--- src/sv/jsu_pkg.sv ---
// Package with the types, constants and helper functions of the JSON string unescaper.
package jsu_pkg;

   localparam int QUEUE_DEPTH = 4;
   localparam int QPTR_W      = $clog2(QUEUE_DEPTH);
   localparam int QCNT_W      = QPTR_W + 1;
   localparam int JOB_BYTES   = 3;

   localparam logic [7:0] CH_QUOTE  = 8'h22;
   localparam logic [7:0] CH_BSLASH = 8'h5C;
   localparam logic [7:0] CH_SLASH  = 8'h2F;
   localparam logic [7:0] CH_LOW_N  = 8'h6E;
   localparam logic [7:0] CH_LOW_T  = 8'h74;
   localparam logic [7:0] CH_LOW_R  = 8'h72;
   localparam logic [7:0] CH_LOW_B  = 8'h62;
   localparam logic [7:0] CH_LOW_F  = 8'h66;
   localparam logic [7:0] CH_LOW_U  = 8'h75;
   localparam logic [7:0] CH_LF     = 8'h0A;
   localparam logic [7:0] CH_TAB    = 8'h09;
   localparam logic [7:0] CH_CR     = 8'h0D;

   localparam logic [15:0] CP_TWO_BYTE   = 16'h0080;
   localparam logic [15:0] CP_THREE_BYTE = 16'h0800;
   localparam logic [7:0]  UTF8_LEAD2    = 8'hC0;
   localparam logic [7:0]  UTF8_LEAD3    = 8'hE0;
   localparam logic [7:0]  UTF8_CONT     = 8'h80;

   typedef enum logic [1:0] {
      MODE_IDLE = 2'd0,
      MODE_STR  = 2'd1,
      MODE_ESC  = 2'd2,
      MODE_HEX  = 2'd3
   } mode_type;

   typedef enum logic [2:0] {
      ST_BYTE    = 3'd0,
      ST_CLOSED  = 3'd1,
      ST_NOQUOTE = 3'd2,
      ST_END     = 3'd3,
      ST_BADESC  = 3'd4,
      ST_BADHEX  = 3'd5
   } status_type;

   typedef struct packed {
      logic [1:0]                 count;
      status_type                 status;
      logic [JOB_BYTES-1:0][7:0]  data;
   } job_type;

   typedef struct packed {
      logic full;
      logic head_valid;
   } queue_status_type;

   typedef struct packed {
      logic       valid;
      logic [3:0] nibble;
   } hex_digit_type;

   function automatic hex_digit_type hex_value(input logic [7:0] c);
      hex_digit_type r;
      r.valid  = 1'b1;
      r.nibble = 4'd0;
      if (c inside {[8'h30:8'h39]}) begin
         r.nibble = 4'(c - 8'h30);
      end else if (c inside {[8'h61:8'h66]}) begin
         r.nibble = 4'(c - 8'h57);
      end else if (c inside {[8'h41:8'h46]}) begin
         r.nibble = 4'(c - 8'h37);
      end else begin
         r.valid = 1'b0;
      end
      return r;
   endfunction

endpackage

--- src/sv/jsu_if.sv ---
// Valid/ready channel interfaces for the request and response sides of the unescaper.
interface jsu_req_if;
   logic       valid;
   logic       ready;
   logic       command;
   logic [7:0] text_byte;

   modport source (output valid, output command, output text_byte, input ready);
   modport sink (input valid, input command, input text_byte, output ready);
endinterface

interface jsu_rsp_if;
   logic       valid;
   logic       ready;
   logic [2:0] status;
   logic [7:0] out_byte;
   logic       last;

   modport source (output valid, output status, output out_byte, output last, input ready);
   modport sink (input valid, input status, input out_byte, input last, output ready);
endinterface

--- src/sv/json_string_unescape_unit.sv ---
// Top level of the JSON string unescaper: parser front end, job queue and result back end.
//
//   Channel   Direction  Beat contents
//   req_chan  in         command, text_byte
//   rsp_chan  out        status, out_byte, last
//
// The front end takes one request beat per cycle while the job queue has room.
// The back end sends one response beat per cycle while the response side is ready;
// a request yields one beat or none, or one per byte of a \u escape's UTF-8 encoding.
// A response goes through a job queue entry and then the back end's output register.
// Reset is synchronous and returns the parser to waiting for an opening quote.
// A stalled response fills the four-entry job queue before the request side stalls.
module json_string_unescape_unit (
   input  logic      clock,
   input  logic      reset,
   jsu_req_if.sink   req_chan,
   jsu_rsp_if.source rsp_chan
);
   import jsu_pkg::*;

   queue_status_type q_status;
   logic             push;
   logic             pop;
   job_type          push_job;
   job_type          head;

   jsu_front u_front (
      .clock    (clock),
      .reset    (reset),
      .req_chan (req_chan),
      .q_status (q_status),
      .push     (push),
      .push_job (push_job)
   );

   jsu_queue u_queue (
      .clock    (clock),
      .reset    (reset),
      .push     (push),
      .push_job (push_job),
      .pop      (pop),
      .q_status (q_status),
      .head     (head)
   );

   jsu_back u_back (
      .clock    (clock),
      .reset    (reset),
      .q_status (q_status),
      .head     (head),
      .pop      (pop),
      .rsp_chan (rsp_chan)
   );

   a_status_is_last: assert property (@(posedge clock) disable iff (reset)
      (rsp_chan.valid && rsp_chan.status != ST_BYTE) |-> rsp_chan.last)
      else $error("Non-byte status beat is not marked last.");

   a_full_blocks_req: assert property (@(posedge clock) disable iff (reset)
      q_status.full |-> !req_chan.ready)
      else $error("Request accepted while the job queue is full.");

   a_head_nonempty: assert property (@(posedge clock) disable iff (reset)
      q_status.head_valid |-> (head.count != 2'd0))
      else $error("Queued job carries no response beats.");

   a_pop_with_beat: assert property (@(posedge clock) disable iff (reset)
      pop |=> (rsp_chan.valid && rsp_chan.last))
      else $error("Job retired without a final response beat.");

endmodule

--- src/sv/jsu_front.sv ---
// Front end: accepts request beats, runs the string parser and builds result jobs.
module jsu_front (
   input  logic                       clock,
   input  logic                       reset,
   jsu_req_if.sink                    req_chan,
   input  jsu_pkg::queue_status_type  q_status,
   output logic                       push,
   output jsu_pkg::job_type           push_job
);
   import jsu_pkg::*;

   mode_type      mode_ff, mode_in;
   logic [1:0]    hex_cnt_ff, hex_cnt_in;
   logic [11:0]   code_ff, code_in;
   logic          accept;
   hex_digit_type hd;
   logic [15:0]   cp;
   job_type       job;

   assign req_chan.ready = !q_status.full;
   assign accept         = req_chan.valid && req_chan.ready;
   assign hd             = hex_value(req_chan.text_byte);
   assign cp             = {code_ff, hd.nibble};

   always_comb begin
      mode_in    = mode_ff;
      hex_cnt_in = hex_cnt_ff;
      code_in    = code_ff;
      if (req_chan.command) begin
         mode_in    = MODE_IDLE;
         hex_cnt_in = 2'd0;
      end else begin
         case (mode_ff)
            MODE_IDLE: begin
               if (req_chan.text_byte == CH_QUOTE) begin
                  mode_in = MODE_STR;
               end
            end
            MODE_STR: begin
               if (req_chan.text_byte == CH_QUOTE) begin
                  mode_in    = MODE_IDLE;
                  hex_cnt_in = 2'd0;
               end else if (req_chan.text_byte == CH_BSLASH) begin
                  mode_in = MODE_ESC;
               end
            end
            MODE_ESC: begin
               mode_in = MODE_STR;
               if (req_chan.text_byte == CH_LOW_U) begin
                  mode_in    = MODE_HEX;
                  hex_cnt_in = 2'd0;
                  code_in    = 12'd0;
               end else if (!(req_chan.text_byte inside {CH_QUOTE, CH_BSLASH, CH_SLASH,
                     CH_LOW_N, CH_LOW_T, CH_LOW_R, CH_LOW_B, CH_LOW_F})) begin
                  mode_in    = MODE_IDLE;
                  hex_cnt_in = 2'd0;
               end
            end
            MODE_HEX: begin
               if (!hd.valid) begin
                  mode_in    = MODE_IDLE;
                  hex_cnt_in = 2'd0;
               end else if (hex_cnt_ff == 2'd3) begin
                  mode_in    = MODE_STR;
                  hex_cnt_in = 2'd0;
               end else begin
                  code_in    = {code_ff[7:0], hd.nibble};
                  hex_cnt_in = hex_cnt_ff + 2'd1;
               end
            end
            default: begin
               mode_in = MODE_IDLE;
            end
         endcase
      end
   end

   always_comb begin
      job.count  = 2'd0;
      job.status = ST_BYTE;
      job.data   = '0;
      if (req_chan.command) begin
         job.count  = 2'd1;
         job.status = ST_END;
      end else begin
         case (mode_ff)
            MODE_IDLE: begin
               if (req_chan.text_byte != CH_QUOTE) begin
                  job.count  = 2'd1;
                  job.status = ST_NOQUOTE;
               end
            end
            MODE_STR: begin
               if (req_chan.text_byte == CH_QUOTE) begin
                  job.count  = 2'd1;
                  job.status = ST_CLOSED;
               end else if (req_chan.text_byte != CH_BSLASH) begin
                  job.count   = 2'd1;
                  job.data[0] = req_chan.text_byte;
               end
            end
            MODE_ESC: begin
               case (req_chan.text_byte)
                  CH_QUOTE, CH_BSLASH, CH_SLASH: begin
                     job.count   = 2'd1;
                     job.data[0] = req_chan.text_byte;
                  end
                  CH_LOW_N: begin
                     job.count   = 2'd1;
                     job.data[0] = CH_LF;
                  end
                  CH_LOW_T: begin
                     job.count   = 2'd1;
                     job.data[0] = CH_TAB;
                  end
                  CH_LOW_R: begin
                     job.count   = 2'd1;
                     job.data[0] = CH_CR;
                  end
                  CH_LOW_B, CH_LOW_F, CH_LOW_U: begin
                     job.count = 2'd0;
                  end
                  default: begin
                     job.count  = 2'd1;
                     job.status = ST_BADESC;
                  end
               endcase
            end
            MODE_HEX: begin
               if (!hd.valid) begin
                  job.count  = 2'd1;
                  job.status = ST_BADHEX;
               end else if (hex_cnt_ff == 2'd3) begin
                  if (cp < CP_TWO_BYTE) begin
                     job.count   = 2'd1;
                     job.data[0] = cp[7:0];
                  end else if (cp < CP_THREE_BYTE) begin
                     job.count   = 2'd2;
                     job.data[0] = UTF8_LEAD2 | {3'd0, cp[10:6]};
                     job.data[1] = UTF8_CONT | {2'd0, cp[5:0]};
                  end else begin
                     job.count   = 2'd3;
                     job.data[0] = UTF8_LEAD3 | {4'd0, cp[15:12]};
                     job.data[1] = UTF8_CONT | {2'd0, cp[11:6]};
                     job.data[2] = UTF8_CONT | {2'd0, cp[5:0]};
                  end
               end
            end
            default: begin
               job.count = 2'd0;
            end
         endcase
      end
   end

   assign push     = accept && (job.count != 2'd0);
   assign push_job = job;

   always_ff @(posedge clock) begin
      if (reset) begin
         mode_ff    <= MODE_IDLE;
         hex_cnt_ff <= 2'd0;
      end else if (accept) begin
         mode_ff    <= mode_in;
         hex_cnt_ff <= hex_cnt_in;
      end
   end

   always_ff @(posedge clock) begin
      if (accept) begin
         code_ff <= code_in;
      end
   end

endmodule

--- src/sv/jsu_queue.sv ---
// Short job queue that decouples the parser front end from the result back end.
module jsu_queue (
   input  logic                       clock,
   input  logic                       reset,
   input  logic                       push,
   input  jsu_pkg::job_type           push_job,
   input  logic                       pop,
   output jsu_pkg::queue_status_type  q_status,
   output jsu_pkg::job_type           head
);
   import jsu_pkg::*;

   job_type           mem_ff [QUEUE_DEPTH];
   logic [QPTR_W-1:0] wr_ptr_ff, rd_ptr_ff;
   logic [QCNT_W-1:0] cnt_ff, cnt_in;
   logic              do_push, do_pop;

   assign q_status.full       = (cnt_ff == QCNT_W'(QUEUE_DEPTH));
   assign q_status.head_valid = (cnt_ff != '0);
   assign head                = mem_ff[rd_ptr_ff];

   assign do_push = push && !q_status.full;
   assign do_pop  = pop && q_status.head_valid;

   always_comb begin
      cnt_in = cnt_ff;
      if (do_push && !do_pop) begin
         cnt_in = cnt_ff + 1'b1;
      end else if (do_pop && !do_push) begin
         cnt_in = cnt_ff - 1'b1;
      end
   end

   always_ff @(posedge clock) begin
      if (reset) begin
         wr_ptr_ff <= '0;
         rd_ptr_ff <= '0;
         cnt_ff    <= '0;
      end else begin
         if (do_push) begin
            wr_ptr_ff <= wr_ptr_ff + 1'b1;
         end
         if (do_pop) begin
            rd_ptr_ff <= rd_ptr_ff + 1'b1;
         end
         cnt_ff <= cnt_in;
      end
   end

   always_ff @(posedge clock) begin
      if (do_push) begin
         mem_ff[wr_ptr_ff] <= push_job;
      end
   end

endmodule

--- src/sv/jsu_back.sv ---
// Back end: walks head job bytes, driving one registered response beat per cycle while ready.
module jsu_back (
   input  logic                       clock,
   input  logic                       reset,
   input  jsu_pkg::queue_status_type  q_status,
   input  jsu_pkg::job_type           head,
   output logic                       pop,
   jsu_rsp_if.source                  rsp_chan
);
   import jsu_pkg::*;

   logic       valid_ff, valid_in;
   logic [1:0] idx_ff, idx_in;
   status_type status_ff, status_in;
   logic [7:0] byte_ff, byte_in;
   logic       last_ff, last_in;
   logic       load;
   logic       is_last;

   assign load    = !valid_ff || rsp_chan.ready;
   assign is_last = (idx_ff == (head.count - 2'd1));

   always_comb begin
      valid_in  = valid_ff;
      idx_in    = idx_ff;
      status_in = status_ff;
      byte_in   = byte_ff;
      last_in   = last_ff;
      pop       = 1'b0;
      if (load) begin
         valid_in  = q_status.head_valid;
         status_in = head.status;
         byte_in   = head.data[idx_ff];
         last_in   = is_last;
         if (q_status.head_valid) begin
            if (is_last) begin
               pop    = 1'b1;
               idx_in = 2'd0;
            end else begin
               idx_in = idx_ff + 2'd1;
            end
         end
      end
   end

   always_ff @(posedge clock) begin
      if (reset) begin
         valid_ff <= 1'b0;
         idx_ff   <= 2'd0;
      end else begin
         valid_ff <= valid_in;
         idx_ff   <= idx_in;
      end
   end

   always_ff @(posedge clock) begin
      status_ff <= status_in;
      byte_ff   <= byte_in;
      last_ff   <= last_in;
   end

   assign rsp_chan.valid    = valid_ff;
   assign rsp_chan.status   = status_ff;
   assign rsp_chan.out_byte = byte_ff;
   assign rsp_chan.last     = last_ff;

endmodule
--- src/flat_wrapper.sv ---
// flat-port wrapper written by rule: the top's interface ports become plain ports
module json_string_unescape_unit_flat import jsu_pkg::*;
  (clock, reset, req_chan_valid, req_chan_command, req_chan_text_byte, req_chan_ready, rsp_chan_valid, rsp_chan_status, rsp_chan_out_byte, rsp_chan_last, rsp_chan_ready);
  jsu_req_if req_chan_i ();
  jsu_rsp_if rsp_chan_i ();
  input  logic clock;
  input  logic reset;
  input wire logic [$bits(req_chan_i.valid)-1:0] req_chan_valid;
  input wire logic [$bits(req_chan_i.command)-1:0] req_chan_command;
  input wire logic [$bits(req_chan_i.text_byte)-1:0] req_chan_text_byte;
  output wire logic [$bits(req_chan_i.ready)-1:0] req_chan_ready;
  output wire logic [$bits(rsp_chan_i.valid)-1:0] rsp_chan_valid;
  output wire logic [$bits(rsp_chan_i.status)-1:0] rsp_chan_status;
  output wire logic [$bits(rsp_chan_i.out_byte)-1:0] rsp_chan_out_byte;
  output wire logic [$bits(rsp_chan_i.last)-1:0] rsp_chan_last;
  input wire logic [$bits(rsp_chan_i.ready)-1:0] rsp_chan_ready;
  assign req_chan_i.valid = req_chan_valid;
  assign req_chan_i.command = req_chan_command;
  assign req_chan_i.text_byte = req_chan_text_byte;
  assign req_chan_ready = req_chan_i.ready;
  assign rsp_chan_valid = rsp_chan_i.valid;
  assign rsp_chan_status = rsp_chan_i.status;
  assign rsp_chan_out_byte = rsp_chan_i.out_byte;
  assign rsp_chan_last = rsp_chan_i.last;
  assign rsp_chan_i.ready = rsp_chan_ready;
  json_string_unescape_unit u_core (.clock(clock), .reset(reset), .req_chan(req_chan_i), .rsp_chan(rsp_chan_i));
endmodule
--- config.mk ---
export PLATFORM = sky130hd
export DESIGN_NAME = json_string_unescape_unit_flat
export DESIGN_NICKNAME = d
export VERILOG_FILES = /design/src/sv/jsu_pkg.sv /design/src/sv/jsu_if.sv /design/src/sv/json_string_unescape_unit.sv /design/src/sv/jsu_front.sv /design/src/sv/jsu_queue.sv /design/src/sv/jsu_back.sv /design/src/flat_wrapper.sv
export SDC_FILE = /design/constraint.sdc
export NUM_CORES = 1
export LEC_CHECK = 0
export BUFFER_PORTS_ARGS = -buffer_cell sky130_fd_sc_hd__clkbuf_2
export CORE_MARGIN = 2
export CORE_UTILIZATION = 60
export CTS_BUF_LIST = sky130_fd_sc_hd__clkbuf_4 sky130_fd_sc_hd__clkbuf_8 sky130_fd_sc_hd__clkbuf_16
export DETAILED_ROUTE_END_ITERATION = 12
export GPL_ROUTABILITY_DRIVEN = 0
export PLACE_DENSITY = 0.89
export SLEW_MARGIN = 5
export SYNTH_ARGS = -nofsm -noshare
export SYNTH_HDL_FRONTEND = slang
export SYNTH_SLANG_ARGS = --single-unit
--- constraint.sdc ---
create_clock -name clock -period 4.27 [get_ports clock]
set_input_delay 0.427 -clock clock [delete_from_list [all_inputs] [get_ports clock]]
set_output_delay 0.427 -clock clock [all_outputs]
set_load 0.02 [all_outputs]
Word level (Yosys, flattened, before mapping)
Memories as Yosys holds them, arrays and structs flattened. A register that Yosys moved wholly into a read port is not among the register bits.
Index checks and enable logic that the tools add are counted.
W data, S select, Z words.

storage, ports and cells
  word-level logic and storage cells = 148
  bits of input ports = 13
  memories = 1
  output and inout bits = 14
  register bits = 38
  memory bits (writable) = 116

memory list
  memory                 words  bits a word  read ports  clocked after Yosys merged registers in  wr ports  line             text
  u_core.u_queue.mem_ff  4      29           1           1                                        1         jsu_queue.sv:13  job_type mem_ff [QUEUE_DEPTH];

operators by class
  equality and inequality tests = 25
  reductions and logical operators = 28
  $lt $le $gt $ge = 9
  bitwise operators = 1
  multiplexer cells = 63
  add/subtract/negate cells = 10

operators by type and width
  cell                    count
  $mux W24                3
  $eq A8 B7 Y1 const B    7
  $mux W2                 20
  $mux W8                 5
  $mux W12                3
  $mux W16                2
  $pmux W8 S4             1
  $pmux W12 S2            1
  $pmux W8 S3             1
  $pmux W5 S4             1
  $bmux W8 S2             1
  $eq A8 B6 Y1 const B    2
  $ge A8 B7 Y1 const B    2
  $le A8 B7 Y1 const B    2
  $lt A16 B12 Y1 const B  1
  $lt A16 B8 Y1 const B   1
  $mux W4                 4
  $mux W14                1
  $mux W1                 13
  $mux W3                 4
  $ne A4 B4 Y1 const B    3
  $logic_and A1 B1 Y1     9
  $reduce_or A9 Y1        1
  $add A2 B1 Y2 const B   4
  31 further kinds        44

Depth between registers and ports, before layout
  word-level depth = 19
  gate-level depth with buffers = 13
  mapped depth without buffers = 13

Hierarchy
Synthesis repeated with hierarchy kept, for this count alone.

unflattened totals
  cell total of the unflattened synthesis = 486
  area total of the unflattened synthesis = 7174.4 um^2

modules (own cells, without submodules)
  module     times used  area an instance (um^2)  seq. area each (um^2)  cells an instance
  jsu_queue  1           4662.0                   3663.5                 199
  jsu_front  1           1784.2                   440.4                  222
  jsu_back   1           728.2                    420.4                  65

Least setup slack after synthesis
Ideal clock, no wire load.

  path type = input to register
  start = in req_chan_text_byte[1]
  end = reg u_core.u_queue.cnt_ff[2]
  arrival time = 3.232 ns
  library setup time = 0.071 ns
  stages on the path = 13
  data required time = 4.199 ns
  path buffers = 0
  path slack = 0.967 ns
  path through = inv_1 ha_1 o21bai_1 a2111oi_4 o21ai_1 nand3b_1 a31oi_4 ha_1 inv_1 fa_1 xor2_1 or3_1 a21oi_1

between the ends
  cells in the longest elaborated chain, start to end = 18
  elaborated cells on any way between the ends = 45
  classes of those cells = add/sub: 3; order compare: 8; eq/ne: 6; mux: 17; reduce/logical: 11

ends and longest elaborated chain
  what                                          line                text
  from (decl)                                   flat_wrapper.sv:10  input wire logic [$bits(req_chan_i.text_byte)-1:0] req_chan_text_byte;
  $ge A8 B7 Y1 or $le A8 B7 Y1 (tied branches)  jsu_pkg.sv:68       end else if (c inside {[8'h41:8'h46]}) begin
  $logic_and A1 B1 Y1                           jsu_pkg.sv:68
  $mux W4                                       jsu_pkg.sv:68
  $mux W4                                       jsu_pkg.sv:66       end else if (c inside {[8'h61:8'h66]}) begin
  $mux W4                                       jsu_pkg.sv:64       if (c inside {[8'h30:8'h39]}) begin
  $lt A16 B12 Y1                                jsu_front.sv:137    end else if (cp < CP_THREE_BYTE) begin
  $mux W1                                       jsu_front.sv:137
  $mux W2                                       jsu_front.sv:134    if (cp < CP_TWO_BYTE) begin
  [... 3 more ...]                              --
  $mux W5 (*)                                   jsu_front.sv:82     if (req_chan.command) begin
  $reduce_bool A2 Y1 (*)                        jsu_front.sv:156    assign push = accept && (job.count != 2'd0);
  $logic_and A1 B1 Y1 (*)                       jsu_front.sv:156
  $logic_and A1 B1 Y1 (*)                       jsu_queue.sv:22     assign do_push = push && !q_status.full;
  net u_core.u_queue.do_push                    jsu_queue.sv:16     logic do_push, do_pop;
  $logic_not A1 Y1                              jsu_queue.sv:29     end else if (do_pop && !do_push) begin
  $logic_and A1 B1 Y1                           jsu_queue.sv:29
  $reduce_bool A2 Y1 (no line)                  --
  to (signal assigned)                          jsu_queue.sv:46     cnt_ff <= cnt_in;
  to (decl)                                     jsu_queue.sv:15     logic [QCNT_W-1:0] cnt_ff, cnt_in;

Mark *: on every way through the listed nets, which the timed path passes. The rest lies on a longest branch.
A chain may end at the register's enable or synchronous reset.

Worst setup path in the final report
Ends and elaborated chain as after synthesis.

==> flow_summary.json <==
{
  "cp-startpoint": "req_chan_text_byte[1]",
  "synthTopCellsByArea": "edfxtp_1 (59%), mux4_2 (8.7%), dfxtp_1 (4.8%)",
  "setup-tns-final_ns": 0,
  "crit_required_ns": 4.73,
  "nNetsFinal": 515,
  "cts_resized": 0,
  "crit_end": "u_core.u_queue.cnt_ff[2]",
  "rows": 38,
  "endpoint_kind": "register",
  "final.setup_skew_ns": 0.0114,
  "synth_ff_type": "edfxtp_1",
  "grt_max_degree": 28,
  "outcome": "finished, final reports clean",
  "drv_cap": 0,
  "ios": 27,
  "vias_per_cell": 6.28,
  "netSwitchingFraction_pct": 26.8,
  "route.detailed.drc": 0,
  "worstSetupStartpointType": "input port",
  "dr.pass1.iters": 4,
  "fillers": 688,
  "holdBufCountCts": 0,
  "critical_path_peak_fanout": 7,
  "antenna_found_initial": 0,
  "cp_cell_sequence": "clkbuf_2, inv_1, ha_1, o21bai_1, a2111oi_4, o21ai_1, nand3b_1, a31oi_4, ha_1, inv_1, fa_1, xor2_1, or3_1, a21oi_1",
  "start_util_pct": 61.7,
  "max_slew.worst_pin.slew_ns": 0.726,
  "clock_latency_ns": 0.53,
  "root_buffer": "clkbuf_8",
  "synth_common_cells": "edfxtp_1 (132), nor2_1 (32), mux4_2 (26)",
  "area_growth_pct": 12.6,
  "critPathKind": "in2reg",
  "critical_path_arrival_ns": 3.80,
  "synth_warnings": 0,
  "slew-limit-headroom_pct": 50.3,
  "clk_path_buf_depth": 2,
  "period_needed_ns": 3.34,
  "wl_per_cell_microns": 21.6,
  "cts_buffers": 17,
  "yosys.cell_types.count": 62,
  "min_path_type": "in2reg",
  "powerDensity_mw_per_mm2": 548,
  "postSynthCellCount": 454,
  "grt_pass1_vias": 3990,
  "worst-r2r-setup-slack_ns": 0.96,
  "synth_top_cell_by_area": "edfxtp_1",
  "irDropWorstVdd_v": 0.000403,
  "drt_wl_total_mm": 13.8,
  "p_comb_share_pct": 18.5,
  "finalMaxSlewViolations": 0,
  "die_h_microns": 110,
  "postRouteAntennaNets": 0,
  "place_hpwl_mm": 8.65,
  "drt_iter0_markers": 367,
  "cts_tree": "built",
  "slowest_delay_ns": 0.62,
  "ff2ff_path_depth": 11,
  "critical_path.slowest_cell": "a2111oi_4",
  "async_reset_ff_share_pct": 0,
  "grtUsageTotal_pct": 25.1,
  "r2r_end": "u_core.u_queue.cnt_ff[2]",
  "ys_seq_area_share_pct": 63.7,
  "cts.sinks": 148,
  "dieArea_sq_mm": 0.0121,
  "yosysMostFrequentCell": "edfxtp_1",
  "grt_pass1_wl_mm": 21.6,
  "syn_area_sq_mm": 0.00672,
  "avgSynthCellArea_sq_um": 14.8,
  "die_width_microns": 110,
  "diodes": 0,
  "clock_power_share_pct": 35.6,
  "path_clk_slew_ns": 0.06,
  "setup_viol_count_final": 0,
  "core_sq_mm": 0.0109,
  "fmax_mhz": 299,
  "rsz0062_at_grt": "false",
  "synth_top_area_share_pct": 59.0,
  "synth_nets": 482,
  "grt-ovfl-total": 0,
  "postCtsSetupRepairBufs": 0,
  "cellLeakagePower_nw": 2.59,
  "p_seq_share_pct": 45.8,
  "finalCritPeriodShare_pct": 78.2,
  "fin_util_pct": 69.5,
  "layout-drive-gt1-share_pct": 21.6,
  "cts-htree-levels": 4,
  "internal-power_mw": 3.04,
  "r2r-start": "u_core.u_front.mode_ff[0]",
  "switchingPower_mw": 1.11,
  "synth_edf_count": 132,
  "vias": 4021,
  "hold_viol": 0,
  "ys_ff_latch": 148,
  "place.port_buffers": 26
}
## how the worst min path moves through the flow
| stage | startpoint | to | slack, ns | cells past startpoint |
|---|---|---|---|---|
| 6_report | reset | u_core.u_queue.cnt_ff[2] | 0.32 | 2 |
| 5_1_grt | req_chan_command | u_core.u_front.mode_ff[0] | 0.34 | 2 |
| 4_1_cts | reset | u_core.u_queue.cnt_ff[2] | 0.29 | 2 |
| 3_5_place_dp | u_core.u_front.mode_ff[1] | u_core.u_front.mode_ff[1] | 0.50 | 2 |
| 3_3_place_gp | u_core.u_front.hex_cnt_ff[1] | u_core.u_front.hex_cnt_ff[1] | 0.46 | 2 |
| 2_1_floorplan | u_core.u_front.hex_cnt_ff[1] | u_core.u_front.hex_cnt_ff[1] | 0.45 | 2 |
## worst max-delay path, delay by kind of cell
family / cells / cell delay (ns)
AND/OR/NAND/NOR: 2 / 0.58
XOR/XNOR: 1 / 0.18
adder cells (fa/ha/maj): 3 / 0.82
AO/OA/AOI/OAI: 5 / 1.43
buffers and inverters: 3 / 0.35
## through the flow
stage / total power, mW / area, sq um / setup WS, ns / instances / hold slack, ns
after floorplan: 2.46 / 6720 / 0.967 / 454 / 0.452
after global placement: 2.63 / 6960 / 0.600 / 608 / 0.464
after detailed placement: 2.68 / 6960 / 0.449 / 608 / 0.495
after CTS: 4.17 / 7570 / 0.970 / 640 / 0.290
after global routing: 4.32 / 7570 / 0.731 / 640 / 0.344
final: 4.15 / 7570 / 0.930 / 640 / 0.316
## kinds of logic after synthesis
family,share of synthesized area [%]
XOR/XNOR,0.782
flip-flops,63.7
buffers and inverters,2.76
AO/OA/AOI/OAI,8.54
AND/OR/NAND/NOR,9.96
adder cells (fa/ha/maj),2.90
multiplexers,11.3
## power groups by stage
stage,Clock [mW],Combinational [mW],Sequential [mW]
after floorplan,0,0.500,1.96
after global placement,0,0.725,1.91
after detailed placement,0,0.752,1.93
after CTS,1.49,0.773,1.91
after global routing,1.55,0.843,1.93
final,1.48,0.769,1.90
## registers in the layout, summed over array words and instances, names as in the netlist, named ones only
name,cells
u_core.u_back.idx_ff,2
u_core.u_queue.cnt_ff,3
u_core.u_front.mode_ff,2
u_core.u_back.rsp_chan.valid,1
u_core.u_front.code_ff,12
u_core.u_back.rsp_chan.status,3
u_core.u_front.hex_cnt_ff,2
u_core.u_queue.rd_ptr_ff,2
u_core.u_back.rsp_chan.last,1
u_core.u_queue.wr_ptr_ff,2
u_core.u_queue.mem_ff,108
u_core.u_back.rsp_chan.out_byte,8
## layer usage
| layer | GRT usage, % | vias to the layer above | part of all wire [%] |
|---|---|---|---|
| met5 | 0 | - | 0 |
| met4 | 11.8 | 0 | 2.7 |
| met3 | 5.75 | 34 | 5.9 |
| met2 | 41.3 | 190 | 50 |
| met1 | 31.5 | 1985 | 41 |
| li1 | - | 1812 | - |
## cell type report
cell class | instances | area (sq um) | area share, %
flip-flops and latches | 148 | 4290 | 56.6
multi-input cells | 265 | 2250 | 29.8
clock buffers | 27 | 578 | 7.64
well taps | 140 | 175 | 2.31
repair buffers | 29 | 153 | 2.02
inverters | 26 | 97.6 | 1.29
clock inverters | 5 | 28.8 | 0.380
## placed cells by master (no fill, tap or decap), types with 15 or more instances in the layout
cell type / count
nor2_1: 32
clkbuf_2: 26
edfxtp_1: 132
dfxtp_1: 15
clkbuf_16: 20
o21ai_0: 17
nand2_1: 24
mux2i_1: 16
inv_1: 24
a21oi_1: 21
mux4_2: 26
Note: power is estimated with default switching activity, not from simulation.
